===== config.mk =====
export PLATFORM = sky130hd
export DESIGN_NAME = lzrm_packer
export DESIGN_NICKNAME = d
export VERILOG_FILES = /design/src/sv/lzrm_pkg.sv /design/src/sv/lzrm_packer.sv
export SDC_FILE = /design/constraint.sdc
export NUM_CORES = 1
export LEC_CHECK = 0
export BUFFER_PORTS_ARGS = -buffer_cell sky130_fd_sc_hd__buf_2
export CORE_UTILIZATION = 30
export CTS_CLUSTER_SIZE = 40
export DETAILED_ROUTE_END_ITERATION = 16
export PLACE_DENSITY = 0.46
export SKIP_CTS_REPAIR_TIMING = 1
export SLEW_MARGIN = 25
export SYNTH_ARGS = -nofsm -noshare
export SYNTH_HDL_FRONTEND = slang
export SYNTH_SLANG_ARGS = --single-unit

===== constraint.sdc =====
create_clock -name clk -period 3.5 [get_ports clk]
set_clock_uncertainty 0.15 [all_clocks]
set_input_delay 0.35 -clock clk [delete_from_list [all_inputs] [get_ports clk]]
set_output_delay 0.35 -clock clk [all_outputs]
set_load 0.01 [all_outputs]

===== src/sv/lzrm_pkg.sv =====
// Package for the LZ/RLE mirror decompressor: sequencer and parse types,
// command-field constants and the packer command struct. No dependencies.
`timescale 1ns / 1ps

package lzrm_pkg;

  // Width of the signed back distance; covers -2 up to 4095 - 2 + 2 * 265.
  localparam int BACK_W = 14;

  localparam logic [15:0] CMD_LITFILL_MASK = 16'h8800;
  localparam logic [2:0]  LFIELD_LITERAL   = 3'd0;
  localparam logic [2:0]  LFIELD_EXTRA     = 3'd7;
  localparam logic [8:0]  LEN_MIN          = 9'd3;
  localparam logic [8:0]  LEN_EXTRA_BASE   = 9'd10;
  localparam logic [3:0]  ACC_FULL         = 4'd8;
  localparam logic signed [BACK_W-1:0] MIRROR_STEP = BACK_W'(2);

  typedef enum logic [2:0] {
    ST_IDLE,
    ST_READ,
    ST_WRITE,
    ST_FLUSH,
    ST_FINAL
  } seq_state_t;

  typedef enum logic [2:0] {
    PH_HIGH,
    PH_LOW,
    PH_EXTRA,
    PH_LITERAL,
    PH_ENDED
  } phase_t;

  typedef struct packed {
    logic       append;
    logic       push;
    logic       last;
    logic       bad;
    logic [7:0] data;
  } pk_cmd_t;

  // First back distance of a copy; a mirrored copy starts two bytes closer.
  function automatic logic signed [BACK_W-1:0] start_back(input logic mirror,
                                                          input logic [11:0] distance);
    logic signed [BACK_W-1:0] d;
    d = $signed({{(BACK_W-12){1'b0}}, distance});
    return mirror ? d - MIRROR_STEP : d;
  endfunction

endpackage


===== src/sv/lzrm_packer.sv =====
// Gathers decompressed bytes eight to a result and holds the output register.
// Depends on lzrm_pkg for the command struct.
`timescale 1ns / 1ps

module lzrm_packer (
  input  logic             clk,
  input  logic             rst,
  input  lzrm_pkg::pk_cmd_t cmd,
  output logic [3:0]       acc_count,
  output logic             out_free,
  output logic             out_valid,
  input  logic             out_ready,
  output logic [63:0]      out_bytes,
  output logic [3:0]       out_count,
  output logic             stream_end,
  output logic             bad_reference
);

  logic [63:0] acc_bytes;
  logic [3:0]  acc_n;
  logic        acc_bad;

  assign acc_count = acc_n;
  assign out_free  = !out_valid || out_ready;

  always_ff @(posedge clk) begin
    if (rst) begin
      acc_bytes <= '0;
      acc_n     <= '0;
      acc_bad   <= 1'b0;
      out_valid <= 1'b0;
    end else begin
      if (cmd.push) begin
        out_valid <= 1'b1;
        acc_bytes <= '0;
        acc_n     <= '0;
        acc_bad   <= 1'b0;
      end else begin
        if (out_ready) begin
          out_valid <= 1'b0;
        end
        // The sequencer never appends to a full accumulator.
        if (cmd.append) begin
          acc_bytes[{acc_n[2:0], 3'b000} +: 8] <= cmd.data;
          acc_n   <= acc_n + 4'd1;
          acc_bad <= acc_bad | cmd.bad;
        end
      end
    end
  end

  always_ff @(posedge clk) begin
    if (cmd.push) begin
      out_bytes     <= acc_bytes;
      out_count     <= acc_n;
      stream_end    <= cmd.last;
      bad_reference <= acc_bad;
    end
  end

endmodule


# After elaboration in Yosys (flattened, before gate mapping)
# Index checks and enable logic that the tools add are counted.
classes:
  add_sub_neg: 2
  reduce_logical: 4
  bitwise_logic: 1
  mux: 3
  shift: 2
ops:
  columns: ["operator", "count"]
  rows:
  - ["$bwmux W64", 1]
  - ["$shift A8 B8 Y64 const A", 1]
  - ["$shiftx A8 B8 Y64", 1]
  - ["$neg A6 Y8", 1]
  - ["$add A4 B1 Y4 const B", 1]
  - ["$mux W1", 2]
  - ["$reduce_bool A2 Y1", 1]
  - ["$reduce_or A2 Y1", 1]
  - ["$logic_not A1 Y1", 1]
  - ["$logic_or A1 B1 Y1", 1]
  - ["$or A1 B1 Y1", 1]
word_totals:
  elab_cells: 20
  out_inout_bits: 76
  reg_bits: 140

# Longest topological paths before layout
# Gate-level depths: netlist (run 1).
logic_depth:
  depth_word: 3
  mapped_depth: 8
  depth_no_buf: 6

# Least setup slack after synthesis (run 1)
# Ideal clock, no wire load.
synth_path:
  kind: "flip-flop to flip-flop"
  start: "reg acc_n[0], in the netlist acc_count[0]"
  end: "reg acc_bytes[0]"
  setup_ps: 135
  path_stages_with_launch: 8
  slack_ps: 1160
  t_required_ps: 3215
  arrival_ps: 2055
  cell_sequence: "dfxtp_1 inv_1 ha_1 ha_1 clkbuf_1 nor4b_1 nand3_1 mux2i_1"
synth_between:
  elab_chain_len: 3
synth_rtl:
  columns: ["element", "line_no", "source"]
  rows:
  - ["start, declared", "lzrm_packer.sv:20", "logic [3:0] acc_n;"]
  - ["start signal, assigned", "lzrm_packer.sv:45", "acc_n <= acc_n + 4'd1;"]
  - ["$neg A6 Y8 (*)", "lzrm_packer.sv:44", "acc_bytes[{acc_n[2:0], 3'b000} +: 8] <= cmd.data;"]
  - ["$shiftx A8 B8 Y64 or $shift A8 B8 Y64 (tied branches)", "lzrm_packer.sv:44", null]
  - ["$bwmux W64 (*)", "lzrm_packer.sv:44", null]
  - ["end signal, assigned by index", "lzrm_packer.sv:44", null]
  - ["end, declared", "lzrm_packer.sv:19", "logic [63:0] acc_bytes;"]
# Every way passes the cells marked *; elsewhere a longest branch is shown, timed or not.
# A chain may end at the register's enable or synchronous reset.

# Worst setup path after layout (run 1)
layout_path:
  start: "reg acc_n[0], in the netlist acc_count[0]"
  end: "reg acc_bytes[16]"
# The elaborated chain is that of the path after synthesis.

==> out/qor.yml, run 1 <==
worstSetupPathType: "register to register"
first_iter_violations: 184
powerDensity_nw_per_um2: 603.9
rows: 46
period_minus_slack_ns: 2.846
ant_nets: 0
crit_path_frequent_cell: "ha_1"
dp.cells: 643
hold_viol: 0
p_leak_uw: 0.002576
grt_antenna_before_repair: 0
diodes: 0
yosys-top-cells-count: "dfxtp_1, edfxtp_1, nand2_1, mux2i_1, o21ai_0"
cts_made_buffers: 17
finalWeightedCongestion: 0.7207
clock-sinks: 140
grt_overflow_total: 0
slew_headroom_pct: 37.02
max_cap_violations: 0
firstDrtPassIters: 4
cts_tree: "done"
initial_core_util_pct: 30.71
drc: 0
clockBufferDepth: 2
h-tree-depth: 4
cpPeakStageDelay_ns: 0.71
synth_nets: 371
grt_max_degree: 73
worst_pin_slew_ns: 0.9447
synthDistinctLibCells: 30
drv_slew: 0
drive_gt1_share_pct: 28.91
crit_chain: "inv_1, ha_1, ha_1, buf_4, nand2_1, or4_1, mux2i_1"
synth_flop_cell: "edfxtp_1"
grt_first_pass_wirelength_um: 16380
hold_class: "input pin to register"
synth-edff-count: 70
rsz0062_at_grt: "no"
fmax_mhz: 351.4
die_w_um: 129.5
ir_drop_uv: 342.8
pin_count: 91
crit_fanout: 14
grt_usage_pct: 13.46
cpMaxStageDelayCell: "or4_1"
place.port_buffers: 90
ys_ff_latch: 140
die-area_sq_um: 16780
finalNonFillerCells: 676
vias: 2978
area_growth_pct: 26.19
worstPathArrival_ns: 2.98
outcome: "complete, no violations"
coreArea_sq_um: 15890
required_ns: 3.63
dp_hpwl_um: 7083
synth.top_cells.by_area: "edfxtp_1, dfxtp_1, mux2i_1, nand2_1, o211ai_1"
wl_um: 10510
postSynthCellCount: 352
startpoint_type: "register"
period_share_pct: 81.30
die_h_um: 129.5
setup_viol: 0
cts_root_buf: "clkbuf_16"
path_clk_slew_ns: 0.06
grt_pass1_vias: 2944
wl_per_cell_um: 15.55
finalNetCount: 466
yosysSeqAreaShare_pct: 71.81
vias_per_cell: 4.405
synth-warning-count: 0
avgSynthCellArea_sq_um: 13.86
worstSetupEndpointType: "register"
synth.largest_area_cell: "edfxtp_1"
synth_area_sq_um: 4878
multi_input_area_sq_um: 1269
synth-async-reset-ratio_pct: 0
tns_ns: 0
register_area_sq_um: 3503
insertion_delay_ns: 0.41
fillers: 1582
synth.top_cell.area_share_pct: 43.09
-- power breakdown --
part / switching (uW) / leakage (uW) / internal (uW)
clock: 690 / 0.000292 / 1110
combinational: 101 / 0.000998 / 50.2
sequential: 11.8 / 0.00129 / 1750
-- cell usage in the layout (no fill, tap or decap), types with 2 or more instances in the layout --
master,count
nand3b_1,9
nand2_1,59
buf_2,89
o21ai_0,16
bufinv_16,2
nand2b_1,2
inv_6,2
clkinv_2,3
clkbuf_16,18
clkinvlp_4,3
dfxtp_1,70
buf_4,6
nand3_1,9
inv_4,3
or2_2,2
edfxtp_1,70
nand4_1,2
nor2_1,5
a21oi_1,4
o211ai_1,15
nand2b_4,2
ha_1,4
mux2i_1,49
inv_1,4
-- worst max-delay path, delay by kind of cell (launching register included) --
family        cells  cell delay (ns)
flops             1             0.50
mux               1             0.20
buf+inv           2             0.32
fa+ha+maj         2             0.61
simple gates      2             0.92
-- flip-flops by register name, summed over array words and instances (netlist names) --
signal,count
acc_count,4
acc_bad,1
acc_bytes,64
out_valid,1
stream_end,1
out_count,4
bad_reference,1
out_bytes,64
-- metal layers --
metal  vias to the layer above  global-route usage [%]  wire length [um]
met4                         0                   6.156               157
met1                      1427                   17.83              5079
met3                        14                   4.170               594
met2                        88                   20.11              4679
met5                         -                       0                 0
li1                       1449                       -                 -
-- final timing paths --
| path | from | to | slack, ns | cells past startpoint |
|---|---|---|---|---|
| worst min register to register | acc_bytes[51]$_SDFFE_PP0P_ | out_bytes[51]$_DFFE_PP_ | 0.28 | 0 |
| worst max-delay path | acc_count[0]$_SDFFE_PP0P_ | acc_bytes[16]$_SDFFE_PP0P_ | 0.65 | 7 |
| worst max register to register | acc_count[0]$_SDFFE_PP0P_ | acc_bytes[16]$_SDFFE_PP0P_ | 0.65 | 7 |
| worst min-delay path | rst | out_valid$_SDFFE_PP0P_ | 0.02 | 2 |
-- cell families (layout without fill, tap and decap cells) --
kind of cell / Yosys count / after routing / synth area share (%)
compound gates: 35 / 35 / 4.360
xor+xnor: 2 / 2 / 0.3591
fa+ha+maj: 4 / 4 / 1.026
buf+inv: 24 / 132 / 2.334
flops: 140 / 140 / 71.81
mux: 49 / 49 / 10.05
simple gates: 98 / 98 / 10.05
-- stage by stage --
| stage | setup WS [ns] | total power [uW] | hold WS, ns | utilization [%] | cell area, sq um |
|---|---|---|---|---|---|
| finish | 0.6545 | 3718 | 0.02342 | 38.75 | 6156 |
| global route | 0.4278 | 3850 | 0.03043 | 38.75 | 6156 |
| CTS | 0.6513 | 3763 | -0.05545 | 38.69 | 6146 |
| detailed placement | 0.6801 | 1955 | 0.2667 | 34.92 | 5548 |
| global placement | 0.7725 | 1952 | 0.2664 | 34.92 | 5548 |
| floorplan | 1.160 | 1875 | 0.2519 | - | 4878 |
-- final cells by class --
type | count | share of cell area (%)
clock buffer | 19 | 7.541
clock inverter | 13 | 2.175
inverter | 4 | 0.2439
multi-input combinational | 188 | 20.61
sequential | 140 | 56.91
tap | 216 | 4.390
timing repair buffer | 96 | 8.130
Note: power is estimated with default switching activity, not from simulation.
==> run 2: changes to the inputs <==
Clock period 3.5 ns to 2.7 ns, I/O delays scaled along.
==> run 2 against run 1 <==
The run now ends with negative hold slack left; critical path type unchanged; sequential cell count unchanged; critical endpoint is now acc_bytes[48]$_SDFFE_PP0P_; fmax increased by 19%; global-route usage decreased by 0.086 points; largest cell class unchanged; setup slack got worse by 0.34 ns.
==> out/qor.yml, run 2 (synthesized netlist as in run 1, its figures left out) <==
crit_fanout: 8
grt_pass1_vias: 2985
vias_per_cell: 4.334
cts_tree: "done"
crit_path_frequent_cell: "ha_1"
worstPathArrival_ns: 2.52
pin_count: 91
hold_viol: 1
cpMaxStageDelayCell: "or4b_1"
grt_antenna_before_repair: 0
register_area_sq_um: 3503
cpPeakStageDelay_ns: 0.71
startpoint_type: "register"
clock-sinks: 140
r2r_start: "acc_count[1]$_SDFFE_PP0P_"
place.port_buffers: 90
worst_pin_slew_ns: 0.5576
use_met2_pct: 19.89
initial_core_util_pct: 30.71
violations: "negative hold slack"
vias: 2956
reg_top3: "acc_bytes (64), out_bytes (64)"
worstSetupPathType: "register to register"
first_iter_violations: 151
r2r_end: "acc_bytes[48]$_SDFFE_PP0P_"
grt_use_met1_pct: 17.32
worstSetupEndpointType: "register"
area_growth_pct: 27.21
busiest_layer: "met2"
dp_hpwl_um: 7089
outcome: "finished, violations left"
drc: 0
place_area_sq_um: 5590
coreArea_sq_um: 15890
p_leak_uw: 0.002574
crit_buf_inv: 1
powerDensity_nw_per_um2: 766.5
cts_root_buf: "clkbuf_16"
drv_slew: 0
whs_ns: -0.004020
max_cap_violations: 0
grt_use_met3_pct: 5.202
min_path_cells: 3
rsz0062_at_grt: "no"
slew_headroom_pct: 62.82
clockBufferDepth: 2
fmax_mhz: 419.3
total_power_uw: 4757
holdCritStartpoint: "out_ready"
insertion_delay_ns: 0.42
fillers: 1557
die_w_um: 129.5
die_h_um: 129.5
finalWeightedCongestion: 0.7224
required_ns: 2.83
utilization_pct: 39.07
worstSetupPathDepth: 6
rows: 46
cts_made_buffers: 17
period_minus_slack_ns: 2.385
grt_overflow_total: 0
finalNetCount: 472
layout_common_cells: "buf_2, dfxtp_1, edfxtp_1"
ant_nets: 0
stdcell_area_sq_um: 6206
wl_per_cell_um: 15.27
multi_input_area_sq_um: 1269
setup_viol: 0
drive_gt1_share_pct: 29.40
path_delay_family: "simple AND/OR/NAND/NOR gates"
crit_chain: "inv_1, ha_1, ha_1, nor2b_1, or4b_1, mux2i_1"
ir_drop_uv: 441.3
r2r_cells: 6
h-tree-depth: 4
grt_usage_pct: 13.37
hold_end: "out_valid$_SDFFE_PP0P_"
path_clk_slew_ns: 0.06
firstDrtPassIters: 4
die-area_sq_um: 16780
hold_class: "input pin to register"
reg2reg_setup_slack_ns: 0.31
diodes: 0
final_common_cell: "buf_2"
grt_max_degree: 63
tns_ns: 0
period_share_pct: 88.33
wl_um: 10410
grt_first_pass_wirelength_um: 16170
==> run 2: cell count changes in the layout (fill, tap and decap cells not counted), sizes merged <==
cell         before  now
inv               9    5
clkinv            3    2
dlygate4sd3       1    3
clkbuf           19   18
clkinvlp          3    9
buf              95   99
==> run 2: final cells by class <==
type,instances,area share (%)
Clock buffer,18,7.077
Clock inverter,14,2.359
Inverter,4,0.2419
Multi-Input combinational cell,188,20.44
Sequential cell,140,56.45
Tap cell,216,4.355
Timing Repair Buffer,102,9.073
==> run 2: report_power, final <==
group	internal [uW]	switching, uW
sequential	2270	13.9
combinational	71.4	133
clock	1380	887
==> run 2: how the worst max path moves through the flow <==
stage	to	from	slack (ns)
6_report	acc_bytes[48]$_SDFFE_PP0P_	acc_count[1]$_SDFFE_PP0P_	0.31
5_1_grt	acc_bytes[33]$_SDFFE_PP0P_	acc_count[1]$_SDFFE_PP0P_	0.18
4_1_cts	acc_bytes[48]$_SDFFE_PP0P_	acc_count[1]$_SDFFE_PP0P_	0.31
3_5_place_dp	acc_bytes[48]$_SDFFE_PP0P_	acc_count[1]$_SDFFE_PP0P_	0.32
3_3_place_gp	acc_bytes[48]$_SDFFE_PP0P_	acc_count[1]$_SDFFE_PP0P_	0.40
2_1_floorplan	acc_bytes[0]$_SDFFE_PP0P_	acc_count[0]$_SDFFE_PP0P_	0.36
==> run 2: metal layers <==
layer	routed length (um)	part of all wire (%)
met1	4979	48
met2	4555	44
met3	689	6.6
met4	190	1.8
met5	0	0
==> run 2: worst min-delay path, delay by kind of cell <==
kind            cells  cell delay, ns
simple gates        1            0.11
compound gates      1            0.07
buf+inv             1            0.07
==> run 2: metrics by stage <==
step                      setup WS (ns)  std cells
after detailed placement         0.3243        647
final                            0.3150        682
after global placement           0.4048        647
after global routing             0.1752        682
after CTS                        0.3098        679
after floorplan                  0.3604        352
==> run 3: changes to the inputs <==
Settings changed: CORE_ASPECT_RATIO set to 1.25.
==> run 3 against run 2 <==
The flow still finishes with violations (negative hold slack); die area barely moved; clock-buffer cell count rose by 1; hold slack improved by 0.0030 ns; setup slack got worse by 0.0079 ns; register-to-register slack barely moved; power fell by 1.1%; first-iteration DRC count fell by 18%; routed wire length rose by 3.9%; global-route usage barely moved; critical endpoint unchanged; largest power group unchanged.
==> out/qor.yml, run 3 (synthesized netlist as in run 1, its figures left out) <==
outcome: "finished, violations left"
violations: "negative hold slack"
tns_ns: 0
clock-sinks: 140
grt_max_degree: 73
fmax_mhz: 417.9
die_w_um: 116.1
firstDrtPassIters: 4
final_common_cell: "buf_2"
p_leak_uw: 0.002590
die_h_um: 144.6
startpoint_type: "register"
slew_headroom_pct: 61.42
finalWeightedCongestion: 0.7458
pin_count: 91
h-tree-depth: 4
setup_viol: 0
place_area_sq_um: 5598
period_minus_slack_ns: 2.393
dp_hpwl_um: 7476
grt_overflow_total: 0
die-area_sq_um: 16780
coreArea_sq_um: 15760
initial_core_util_pct: 30.95
hold_class: "input pin to register"
hold_viol: 1
grt_antenna_before_repair: 0
cts_made_buffers: 17
drc: 0
worstSetupPathType: "register to register"
powerDensity_nw_per_um2: 758.8
crit_fanout: 8
worst_pin_slew_ns: 0.5774
insertion_delay_ns: 0.41
required_ns: 2.81
area_growth_pct: 27.03
drive_gt1_share_pct: 29.70
finalNetCount: 474
grt_usage_pct: 13.39
drv_slew: 0
vias: 3031
stdcell_area_sq_um: 6197
grt_first_pass_wirelength_um: 16400
wl_um: 10820
cts_root_buf: "clkbuf_16"
place.port_buffers: 90
rows: 51
cts_tree: "done"
period_share_pct: 88.63
grt_pass1_vias: 3031
wl_per_cell_um: 15.91
worstPathArrival_ns: 2.51
reg_top3: "acc_bytes (64), out_bytes (64)"
path_clk_slew_ns: 0.06
rsz0062_at_grt: "no"
vias_per_cell: 4.457
diodes: 0
whs_ns: -0.001053
max_cap_violations: 0
first_iter_violations: 124
layout_common_cells: "buf_2, dfxtp_1, edfxtp_1"
worstSetupEndpointType: "register"
ir_drop_uv: 403.4
clockBufferDepth: 2
ant_nets: 0
## run 3: worst max-delay path, stage by stage, from the launching register on
cell	delay, ns
dfxtp_1	0.44
inv_1	0.07
ha_1	0.20
ha_1	0.33
nor2b_1	0.15
or4b_1	0.70
mux2i_1	0.20
## run 3: path summary, 6_finish.rpt
path	cells after the start	startpoint	end	slack, ns
worst max register to register	6	acc_count[1]$_SDFFE_PP0P_	acc_bytes[48]$_SDFFE_PP0P_	0.31
worst max-delay path	6	acc_count[1]$_SDFFE_PP0P_	acc_bytes[48]$_SDFFE_PP0P_	0.31
worst min-delay path	3	out_ready	out_valid$_SDFFE_PP0P_	-0.001
worst min register to register	0	acc_bytes[24]$_SDFFE_PP0P_	out_bytes[24]$_DFFE_PP_	0.28
## run 3: per-layer routing
layer	GRT usage (%)	vias up	routed length [um]
li1	-	1464	-
met4	5.466	0	189
met5	0	-	0
met3	3.814	18	522
met2	21.46	89	5230
met1	16.89	1460	4877
## run 3: per-stage QoR
stage	cells	hold WS, ns	worst slack [ns]	power [uW]	utilization, %
after floorplan	352	0.1891	0.3604	2430	-
after global placement	645	0.2661	0.4140	2539	35.52
after detailed placement	645	0.2683	0.3541	2543	35.52
after CTS	677	-0.1337	0.3264	4760	39.13
after global routing	680	0.01186	0.1590	4861	39.32
final	680	-0.001053	0.3071	4703	39.32
## run 3: where the power goes
part	switching [uW]	internal [uW]
combinational	137	73.0
sequential	13.5	2270
clock	891	1320
total	1040	3660
## run 3: layout make-up
class / instances / area [sq um]
tap: 212 / 265.3
timing repair buffer: 104 / 575.6
inverter: 4 / 15.01
fill: 1497 / 9564
multi-input combinational: 188 / 1269
clock inverter: 13 / 116.4
clock buffer: 19 / 452.9
sequential: 140 / 3503
